--- src/rtl/lcg_enc_pkg.sv ---
// ----------------------------------------------------------------------------
// LCG character obfuscation encoder package
// Shared payload types, controller/datapath interface and constants.
// ----------------------------------------------------------------------------
package lcg_enc_pkg;

    localparam logic [31:0] LCG_MUL = 32'd1103515245;
    localparam logic [31:0] LCG_INC = 32'd12345;
    localparam logic [31:0] LCG_SEED = 32'd1;
    localparam logic [3:0]  LAST_IDX = 4'd15;

    typedef struct packed {
        logic [7:0] in_char;
        logic       last_group;
    } in_item_t;

    typedef struct packed {
        logic [6:0] out_char;
        logic       last_of_run;
    } out_item_t;

    typedef enum logic [1:0] {
        ST_IDLE,
        ST_SITE,
        ST_RUN
    } ctrl_state_t;

    typedef struct packed {
        logic       load;
        logic       draw_site;
        logic       draw_out;
        logic [3:0] idx;
    } dp_cmd_t;

    typedef struct packed {
        logic char_nonzero;
        logic out_free;
    } dp_status_t;

    function automatic logic [6:0] alphabet(input logic [5:0] v);
        logic [6:0] c;
        c = {1'b0, v};
        if (v < 6'd26) begin
            return 7'(c + 7'd65);
        end
        else if (v < 6'd52) begin
            return 7'(c + 7'd71);
        end
        else if (v < 6'd62) begin
            return 7'(c - 7'd4);
        end
        else if (v == 6'd62) begin
            return 7'd43;
        end
        else begin
            return 7'd47;
        end
    endfunction

endpackage

--- src/rtl/lcg_enc_ctrl.sv ---
// ----------------------------------------------------------------------------
// LCG encoder controller
// Sequences the optional position draw and the sixteen output draws.
// ----------------------------------------------------------------------------
module lcg_enc_ctrl
(
    input  logic                   clk,
    input  logic                   rst_n,
    input  logic                   in_valid,
    output logic                   in_stall,
    input  lcg_enc_pkg::dp_status_t status,
    output lcg_enc_pkg::dp_cmd_t   cmd
);

    lcg_enc_pkg::ctrl_state_t state_reg, state_next;
    logic [3:0] idx_reg, idx_next;

    always_ff @(posedge clk or negedge rst_n)
    begin
        if (!rst_n)
        begin
            state_reg <= lcg_enc_pkg::ST_IDLE;
            idx_reg   <= 4'd0;
        end
        else
        begin
            state_reg <= state_next;
            idx_reg   <= idx_next;
        end
    end

    always_comb
    begin
        state_next    = state_reg;
        idx_next      = idx_reg;
        cmd.load      = 1'b0;
        cmd.draw_site = 1'b0;
        cmd.draw_out  = 1'b0;
        cmd.idx       = idx_reg;
        in_stall      = 1'b1;
        unique case (state_reg)
            lcg_enc_pkg::ST_IDLE:
            begin
                in_stall = 1'b0;
                idx_next = 4'd0;
                if (in_valid)
                begin
                    cmd.load   = 1'b1;
                    state_next = status.char_nonzero ? lcg_enc_pkg::ST_SITE
                                                     : lcg_enc_pkg::ST_RUN;
                end
            end
            lcg_enc_pkg::ST_SITE:
            begin
                cmd.draw_site = 1'b1;
                state_next    = lcg_enc_pkg::ST_RUN;
            end
            lcg_enc_pkg::ST_RUN:
            begin
                if (status.out_free)
                begin
                    cmd.draw_out = 1'b1;
                    idx_next     = 4'(idx_reg + 4'd1);
                    if (idx_reg == lcg_enc_pkg::LAST_IDX)
                    begin
                        state_next = lcg_enc_pkg::ST_IDLE;
                    end
                end
            end
            default:
            begin
                state_next = lcg_enc_pkg::ST_IDLE;
            end
        endcase
    end

endmodule

--- src/rtl/lcg_enc_dp.sv ---
// ----------------------------------------------------------------------------
// LCG encoder datapath
// Generator state, group phase, offset arithmetic and the output register.
// ----------------------------------------------------------------------------
module lcg_enc_dp
(
    input  logic                    clk,
    input  logic                    rst_n,
    input  lcg_enc_pkg::in_item_t   in_data,
    input  lcg_enc_pkg::dp_cmd_t    cmd,
    output lcg_enc_pkg::dp_status_t status,
    output logic                    out_valid,
    input  logic                    out_stall,
    output lcg_enc_pkg::out_item_t  out_data
);

    logic [31:0] lcg_reg, lcg_next;
    logic [1:0]  phase_reg, phase_next;
    logic [7:0]  char_reg;
    logic        last_reg;
    logic [1:0]  site_reg;
    logic        site_valid_reg, site_valid_next;
    logic        out_valid_reg, out_valid_next;
    lcg_enc_pkg::out_item_t out_data_reg;

    logic [1:0]  quad;
    logic [2:0]  mult;
    logic        hit;
    logic [31:0] base;
    logic [31:0] drawn;
    logic [5:0]  offset;
    logic [5:0]  scaled;
    logic [5:0]  sum;

    assign quad   = cmd.idx[3:2];
    assign mult   = 3'({1'b0, cmd.idx[1:0]} + 3'd1);
    assign hit    = site_valid_reg && (quad == site_reg);
    assign base   = (hit && (cmd.idx[1:0] == 2'd0)) ? {24'd0, char_reg} : lcg_reg;
    assign drawn  = 32'(base * lcg_enc_pkg::LCG_MUL + lcg_enc_pkg::LCG_INC);
    assign offset = hit ? 6'd0 : {phase_reg, quad, 2'b01};
    assign scaled = 6'(offset * mult);
    assign sum    = 6'(drawn[21:16] + scaled);

    assign status.char_nonzero = (in_data.in_char != 8'd0);
    assign status.out_free     = !out_valid_reg || !out_stall;

    always_comb
    begin
        lcg_next        = lcg_reg;
        phase_next      = phase_reg;
        site_valid_next = site_valid_reg;
        out_valid_next  = out_valid_reg && out_stall;
        if (cmd.load)
        begin
            site_valid_next = 1'b0;
        end
        if (cmd.draw_site)
        begin
            lcg_next        = drawn;
            site_valid_next = 1'b1;
        end
        if (cmd.draw_out)
        begin
            lcg_next       = drawn;
            out_valid_next = 1'b1;
            if (cmd.idx == lcg_enc_pkg::LAST_IDX)
            begin
                phase_next = last_reg ? 2'd0 : 2'(phase_reg + 2'd1);
            end
        end
    end

    always_ff @(posedge clk or negedge rst_n)
    begin
        if (!rst_n)
        begin
            lcg_reg        <= lcg_enc_pkg::LCG_SEED;
            phase_reg      <= 2'd0;
            site_valid_reg <= 1'b0;
            out_valid_reg  <= 1'b0;
        end
        else
        begin
            lcg_reg        <= lcg_next;
            phase_reg      <= phase_next;
            site_valid_reg <= site_valid_next;
            out_valid_reg  <= out_valid_next;
        end
    end

    always_ff @(posedge clk)
    begin
        if (cmd.load)
        begin
            char_reg <= in_data.in_char;
            last_reg <= in_data.last_group;
        end
        if (cmd.draw_site)
        begin
            site_reg <= lcg_next[17:16];
        end
        if (cmd.draw_out)
        begin
            out_data_reg.out_char    <= lcg_enc_pkg::alphabet(sum);
            out_data_reg.last_of_run <= (cmd.idx == lcg_enc_pkg::LAST_IDX);
        end
    end

    assign out_valid = out_valid_reg;
    assign out_data  = out_data_reg;

endmodule

--- src/rtl/lcg_char_obfuscation_encoder_core.sv ---
// Throughput: one output character per cycle when not stalled, set by the single generator
// multiplier stepping once per draw; the next input waits until all sixteen draws are done.
// Reset: asynchronous active-low; generator state returns to 1 and the group phase to 0.
// ----------------------------------------------------------------------------
// LCG character obfuscation encoder
// Expands each input character into sixteen base64-alphabet characters.
// ----------------------------------------------------------------------------
module lcg_char_obfuscation_encoder_core
(
    input  logic                   clk,
    input  logic                   rst_n,
    input  logic                   in_valid,
    output logic                   in_stall,
    input  lcg_enc_pkg::in_item_t  in_data,
    output logic                   out_valid,
    input  logic                   out_stall,
    output lcg_enc_pkg::out_item_t out_data
);

    lcg_enc_pkg::dp_cmd_t    cmd;
    lcg_enc_pkg::dp_status_t status;

    lcg_enc_ctrl u_ctrl
    (
        .clk      (clk),
        .rst_n    (rst_n),
        .in_valid (in_valid),
        .in_stall (in_stall),
        .status   (status),
        .cmd      (cmd)
    );

    lcg_enc_dp u_dp
    (
        .clk       (clk),
        .rst_n     (rst_n),
        .in_data   (in_data),
        .cmd       (cmd),
        .status    (status),
        .out_valid (out_valid),
        .out_stall (out_stall),
        .out_data  (out_data)
    );

endmodule
--- config.mk ---
export PLATFORM = sky130hd
export DESIGN_NAME = lcg_char_obfuscation_encoder_core
export DESIGN_NICKNAME = d
export VERILOG_FILES = /design/src/rtl/lcg_enc_pkg.sv /design/src/rtl/lcg_enc_ctrl.sv /design/src/rtl/lcg_enc_dp.sv /design/src/rtl/lcg_char_obfuscation_encoder_core.sv
export SDC_FILE = /design/constraint.sdc
export NUM_CORES = 1
export LEC_CHECK = 0
export ABC_AREA = 1
export BUFFER_PORTS_ARGS = -buffer_cell sky130_fd_sc_hd__buf_2
export CAP_MARGIN = 5
export CORE_AREA = 2 2 102 128
export CTS_CLUSTER_DIAMETER = 60
export DETAILED_ROUTE_END_ITERATION = 10
export DIE_AREA = 0 0 104 130
export GPL_TIMING_DRIVEN = 0
export PLACE_DENSITY = 0.81
export SKIP_CTS_REPAIR_TIMING = 1
export SLEW_MARGIN = 30
export SYNTH_ARGS = -nofsm -noshare
export SYNTH_HDL_FRONTEND = slang
export SYNTH_SLANG_ARGS = --single-unit
--- constraint.sdc ---
create_clock -name clk -period 13.13 [get_ports clk]
set_input_delay 1.313 -clock clk [delete_from_list [all_inputs] [get_ports clk]]
set_output_delay 1.313 -clock clk [all_outputs]
set_load 0.02 [all_outputs]
==> impl_metrics.csv, run 1 <==
group,metric,value,unit
logic_synthesis,muxShareOfSynthArea,0,
clock_network,cts_buffer_depth,2,
logic_synthesis,synth_seq_cells,51,
logic_synthesis,async_flop_share,0.627,
global_routing,grt_usage,0.271,
logic_synthesis,dominantRegCellSynth,"dfrtp_1",
routing,routed.top_layer,"met4",
clock_network,root_buffer,"clkbuf_16",
timing,finalClockSkew,0.00702,ns
cells_and_area,seq_area,0.00137,mm2
global_routing,grt-ovfl-total,0,
cells_and_area,antenna_cells,0,
routing,route.met2.wl,8.60,mm
logic_synthesis,synth_cell_types,46,
worst_setup_path,cp_top_family,"adder cells",
routing,wl_met1,6.88,mm
worst_setup_path,end_kind,"flop",
placed_design,dpl.hpwl,14.6,mm
cells_and_area,nNetsFinal,1203,
die,die_w,104,um
die,core_area,0.0124,mm2
logic_synthesis,synth_top_family_by_area,"adder cells",
worst_setup_path,r2r.worst_path.cells,42,
clock_network,cts_tree,"done",
logic_synthesis,syn_inst,942,
logic_synthesis,syn-num-nets,1174,
timing,period_share,0.793,
routing,firstDrtPassIters,5,
worst_setup_path,slowest_stage,"o21ai_1",
routing,wirelength,16.9,mm
global_routing,grt_start_max_net_pins,33,
routing,drc,0,
logic_synthesis,yosys.area.top_type,"ha_1",
worst_setup_path,reg2reg_setup_slack,2.71,ns
worst_setup_path,worstPathRequired,13.17,ns
cells_and_area,largest_reg_flops,22,
logic_synthesis,synth_simple_gate_area_share,0.148,
worst_setup_path,rr_startpoint,"u_ctrl.idx_reg[0]$_DFFE_PN0P_",
worst_hold_path,holdPathStages,2,
worst_setup_path,arrival,10.46,ns
logic_synthesis,syn_area,0.00784,mm2
worst_setup_path,worst-path-max-fanout,10,
worst_setup_path,start_kind,"flop",
job,cap_violations,0,
routing,met3RoutedLength,746,um
clock_network,clock-sinks,51,
die,die_y,130,um
clock_network,clock_latency,0.30,ns
timing,fmax,0.0960,GHz
worst_setup_path,critPathBufInv,11,
worst_setup_path,criticalPathCategory,"reg -> reg",
die,fp.dieArea,0.0135,mm2
logic_synthesis,ys_top_cells_by_area,"ha_1, fa_1, inv_1",
worst_setup_path,timing.rr.end,"u_dp.out_data[5]$_DFFE_PP_",
cells_and_area,multi_input_area,0.00540,mm2
timing,relSlewSlack,0.431,
routing,viasPerCell,5.26,
logic_synthesis,yosysWarnings,0,
logic_synthesis,yosys.area_share.adder,0.428,
cells_and_area,drive_gt1_frac,0.0628,
clock_network,htree_levels,2,
routing,first_iter_violations,262,
logic_synthesis,synth_compound_area_frac,0.0697,
routing,wire_per_inst,14.8,um
worst_hold_path,hold_path_end,"u_dp.lcg_reg[15]$_DFFE_PN0P_",
logic_synthesis,synth_edf_count,19,
routing,vias,6002,
die,start_util,0.631,
die,pin_count,23,
routing,antenna_left,0,
global_routing,first_global_vias,6337,
timing,setup_viol,0,
cells_and_area,fill_cells,1082,
logic_synthesis,ys_seq_area_frac,0.175,
worst_hold_path,hp-class,"reg -> reg",
global_routing,grt_pass1_wl,28.9,mm
timing,rsz0062_at_grt,"false",
status,status,"completed",
worst_setup_path,path_common_cell,"inv_1",
clock_network,numCtsBuffers,5,
timing,hold_viol_final,0,
logic_synthesis,syn_area_per_cell,8.33,um2
timing,finalSetupTns,0,ns
timing,worstMarginPinSlew,0.840,ns
placed_design,io_buffers,22,
logic_synthesis,synth-xor-area-share,0.0423,
worst_hold_path,holdCritStartpoint,"u_dp.lcg_reg[15]$_DFFE_PN0P_",
placed_design,place_congestion,0.938,
cells_and_area,area_growth,6.05,%
global_routing,antenna_found_initial,0,
timing,final_max_slew_viol_count,0,
die,rows,46,
logic_synthesis,yosysTopAreaCellShare,0.219,
worst_setup_path,cp_slowest_stage_delay,0.64,ns
timing,min_period,10.42,ns
clock_network,cts.clk_slew.worst_paths,0.07,ns
[final cells by class]
type | count | share of cell area
clock buffer | 5 | 0.0150
tap | 168 | 0.0253
inverter | 278 | 0.126
sequential | 51 | 0.165
clock inverter | 3 | 0.00346
buffer | 6 | 0.00361
multi-input combinational | 607 | 0.649
timing repair buffer | 22 | 0.0132
[per-stage QoR]
step                cells  setup slack, ns  hold WS [ns]  instance area [um2]  utilization
global route         1140             1.97         0.525                 8320        0.669
finish               1140             2.71         0.488                 8320        0.669
detailed placement   1132             2.81         0.472                 8160        0.657
CTS                  1140             2.81         0.490                 8320        0.669
floorplan             942             3.96         0.448                 7840            -
global placement     1132             2.55         0.465                 8160        0.657
[cells by family after synthesis]
logic type | Yosys count
fa+ha+maj | 219
flops | 51
simple gates | 259
buf+inv | 284
compound gates | 92
xor+xnor | 37
[worst register-to-register path, delay by kind of cell (launching register included)]
family / cells / cell delay, ns
xor+xnor: 4 / 0.71
compound gates: 4 / 1.10
simple gates: 10 / 1.63
flops: 1 / 0.46
buf+inv: 11 / 1.02
fa+ha+maj: 13 / 5.29
[routing by layer]
layer | track usage | vias to the layer above
met5 | 0 | -
met4 | 0.119 | 0
met3 | 0.0225 | 44
met2 | 0.500 | 170
met1 | 0.327 | 2836
li1 | - | 2952
[cell usage in the layout (no fill, tap or decap), types with 2 or more instances in the layout]
| cell type | n |
|---|---|
| o21ai_0 | 27 |
| a21oi_1 | 34 |
| nor4_1 | 3 |
| ha_1 | 137 |
| dfrtp_1 | 31 |
| nand3_1 | 33 |
| nand3_4 | 2 |
| o211ai_1 | 4 |
| nor3_1 | 4 |
| a31oi_1 | 2 |
| a211oi_1 | 3 |
| a21o_1 | 7 |
| o22ai_1 | 2 |
| inv_6 | 2 |
| nand2_2 | 5 |
| inv_2 | 2 |
| inv_1 | 274 |
| nand2_1 | 140 |
| o21bai_1 | 4 |
| nand3_2 | 3 |
| nor2_2 | 4 |
| nand4_1 | 3 |
| edfxtp_1 | 19 |
| clkbuf_16 | 5 |
| nor2_1 | 48 |
| a31o_2 | 2 |
| xor2_1 | 17 |
| nand3b_1 | 5 |
| buf_2 | 22 |
| xnor2_1 | 19 |
| clkbuf_1 | 4 |
| fa_1 | 82 |
| or2_2 | 4 |
[cells in the mapped netlist, types with 5 or more instances]
cell      count
a21o_1        7
a21oi_1      34
dfrtp_1      31
edfxtp_1     19
fa_1         82
ha_1        137
inv_1       274
nand2_1     140
nand2_2       5
nand3_1      33
nand3b_1      5
nor2_1       48
o21ai_0      28
xnor2_1      19
xor2_1       17
[worst max-delay path by stage]
stage                                             start  cells after the start  slack [ns]                    endpoint
final                     u_ctrl.idx_reg[0]$_DFFE_PN0P_                     42        2.71  u_dp.out_data[5]$_DFFE_PP_
after global routing      u_ctrl.idx_reg[0]$_DFFE_PN0P_                     42        1.97  u_dp.out_data[5]$_DFFE_PP_
after global placement    u_ctrl.idx_reg[0]$_DFFE_PN0P_                     42        2.55  u_dp.out_data[3]$_DFFE_PP_
after detailed placement  u_ctrl.idx_reg[0]$_DFFE_PN0P_                     44        2.81  u_dp.out_data[2]$_DFFE_PP_
after floorplan           u_ctrl.idx_reg[0]$_DFFE_PN0P_                     44        3.96  u_dp.out_data[2]$_DFFE_PP_
after CTS                 u_ctrl.idx_reg[0]$_DFFE_PN0P_                     44        2.81  u_dp.out_data[2]$_DFFE_PP_
Power of run 1 is not shown: default switching activity piles up to over one toggle a cycle in this logic, so the estimate is an artifact.
==> run 2: changes to the inputs <==
--- a/config.mk
+++ b/config.mk
@@ -8,12 +8,12 @@
 export ABC_AREA = 1
 export BUFFER_PORTS_ARGS = -buffer_cell sky130_fd_sc_hd__buf_2
 export CAP_MARGIN = 5
-export CORE_AREA = 2 2 102 128
+export CORE_AREA = 2 2 107 134
 export CTS_CLUSTER_DIAMETER = 60
 export DETAILED_ROUTE_END_ITERATION = 10
-export DIE_AREA = 0 0 104 130
+export DIE_AREA = 0 0 109 136
 export GPL_TIMING_DRIVEN = 0
-export PLACE_DENSITY = 0.81
+export PLACE_DENSITY = 0.78
 export SKIP_CTS_REPAIR_TIMING = 1
 export SLEW_MARGIN = 30
 export SYNTH_ARGS = -nofsm -noshare
==> constraint.sdc (replaced) <==
create_clock -name clk -period 9.2 [get_ports clk]
set_input_delay 0.92 -clock clk [delete_from_list [all_inputs] [get_ports clk]]
set_output_delay 0.92 -clock clk [all_outputs]
set_load 0.02 [all_outputs]
==> impl_metrics.csv, run 2 (synthesized netlist as in run 1, its figures left out) <==
group,metric,value,unit
routing,firstDrtPassIters,4,
die,pin_count,23,
placed_design,dpl.hpwl,14.7,mm
worst_setup_path,cp_top_family,"adder cells",
die,fp.dieArea,0.0148,mm2
timing,hold_viol_final,0,
routing,viasPerCell,5.33,
cells_and_area,nNetsFinal,1247,
timing,period_share,0.998,
timing,min_period,9.18,ns
worst_setup_path,timing.rr.end,"u_dp.out_data[3]$_DFFE_PP_",
clock_network,cts_tree,"done",
die,die_y,136,um
global_routing,grt_start_max_net_pins,33,
worst_setup_path,criticalPathCategory,"reg -> reg",
die,rows,48,
worst_setup_path,rr_startpoint,"u_ctrl.idx_reg[2]$_DFFE_PN0P_",
clock_network,htree_levels,2,
die,start_util,0.575,
worst_setup_path,end_kind,"flop",
routing,wirelength,19.3,mm
worst_setup_path,start_kind,"flop",
worst_setup_path,arrival,9.23,ns
global_routing,grt_pass1_wl,28.9,mm
timing,final_max_slew_viol_count,0,
routing,drc,0,
routing,wire_per_inst,16.2,um
cells_and_area,drive_gt1_frac,0.211,
timing,relSlewSlack,0.484,
cells_and_area,area_growth,18.7,%
die,die_w,109,um
worst_hold_path,hold_path_end,"u_dp.lcg_reg[2]$_DFFE_PN0P_",
worst_setup_path,path_common_cell,"fa_1",
worst_hold_path,hp-class,"reg -> reg",
worst_setup_path,reg2reg_setup_slack,0.02,ns
job,cap_violations,0,
clock_network,clock-sinks,51,
die,core_area,0.0136,mm2
clock_network,cts_buffer_depth,2,
cells_and_area,fill_cells,961,
placed_design,io_buffers,22,
clock_network,cts.clk_slew.worst_paths,0.07,ns
routing,first_iter_violations,383,
worst_setup_path,path_depth,39,
clock_network,numCtsBuffers,5,
worst_setup_path,worst-path-max-fanout,8,
timing,setup_viol,0,
global_routing,antenna_found_initial,0,
routing,antenna_left,0,
worst_hold_path,holdPathStages,2,
worst_setup_path,worstPathRequired,9.25,ns
timing,finalClockSkew,0.00573,ns
status,status,"completed",
global_routing,grt_usage,0.254,
cells_and_area,mostFrequentLayoutCells,"inv_1, nand2_1, ha_1, fa_1, nor2_1",
timing,rsz0062_at_grt,"true",
timing,fin_hold_ws,0.494,ns
worst_setup_path,cp_slowest_stage_delay,0.53,ns
worst_setup_path,critPathBufInv,8,
worst_setup_path,slowest_stage,"fa_1",
clock_network,root_buffer,"clkbuf_16",
clock_network,clock_latency,0.30,ns
placed_design,place_congestion,0.930,
global_routing,first_global_vias,6293,
cells_and_area,antenna_cells,0,
timing,worstMarginPinSlew,0.762,ns
worst_setup_path,r2r.worst_path.cells,39,
timing,fmax,0.109,GHz
cells_and_area,largest_reg_flops,22,
global_routing,grt-ovfl-total,0,
worst_hold_path,holdCritStartpoint,"u_dp.lcg_reg[2]$_DFFE_PN0P_",
routing,vias,6344,
cells_and_area,layout_commonest_cell,"inv_1",
-- run 2: how the worst max path moves through the flow --
stage / slack (ns) / start / endpoint
after floorplan: 0.03 / u_ctrl.idx_reg[0]$_DFFE_PN0P_ / u_dp.out_data[2]$_DFFE_PP_
after global placement: -1.42 / u_ctrl.idx_reg[0]$_DFFE_PN0P_ / u_dp.out_data[3]$_DFFE_PP_
after detailed placement: -1.20 / u_ctrl.idx_reg[0]$_DFFE_PN0P_ / u_dp.out_data[3]$_DFFE_PP_
after CTS: -1.23 / u_ctrl.idx_reg[0]$_DFFE_PN0P_ / u_dp.out_data[3]$_DFFE_PP_
after global routing: -0.33 / u_ctrl.idx_reg[2]$_DFFE_PN0P_ / u_dp.out_data[3]$_DFFE_PP_
final: 0.02 / u_ctrl.idx_reg[2]$_DFFE_PN0P_ / u_dp.out_data[3]$_DFFE_PP_
-- run 2: worst min-delay path, cell delays in order (launching register included) --
cell	delay [ns]
dfrtp_1	0.35
nand2_1	0.05
nand2_1	0.06
-- run 2: area by class of cell --
type	instances	area, um2	share of cell area
flip-flops and latches	51	1380	0.148
clock inverters	3	26.3	0.00282
repair buffers	66	448	0.0481
clock buffers	5	125	0.0134
multi-input cells	607	6000	0.645
plain buffers	6	55.1	0.00592
inverters	278	1050	0.113
well taps	175	219	0.0235
-- run 2: per-layer routing --
| metal | vias up | routed length (um) | GRT usage |
|---|---|---|---|
| met5 | - | 0 | 0 |
| met4 | 0 | 958 | 0.0933 |
| met3 | 64 | 910 | 0.0278 |
| met2 | 221 | 10000 | 0.449 |
| met1 | 3014 | 7410 | 0.316 |
| li1 | 3045 | - | - |
-- run 2: metrics by stage --
| step | std cells | area, um2 | setup WS [ns] | TNS, ns | util |
|---|---|---|---|---|---|
| 2_1_floorplan | 942 | 7840 | 0.0332 | 0 | - |
| 3_3_place_gp | 1139 | 8170 | -1.42 | -9.52 | 0.599 |
| 3_5_place_dp | 1139 | 8170 | -1.20 | -7.84 | 0.599 |
| 4_1_cts | 1147 | 8320 | -1.23 | -8.05 | 0.610 |
| 5_1_grt | 1191 | 9310 | -0.330 | -1.66 | 0.683 |
| 6_report | 1191 | 9310 | 0.0176 | 0 | 0.683 |
Power of run 2 is left out for the same reason.
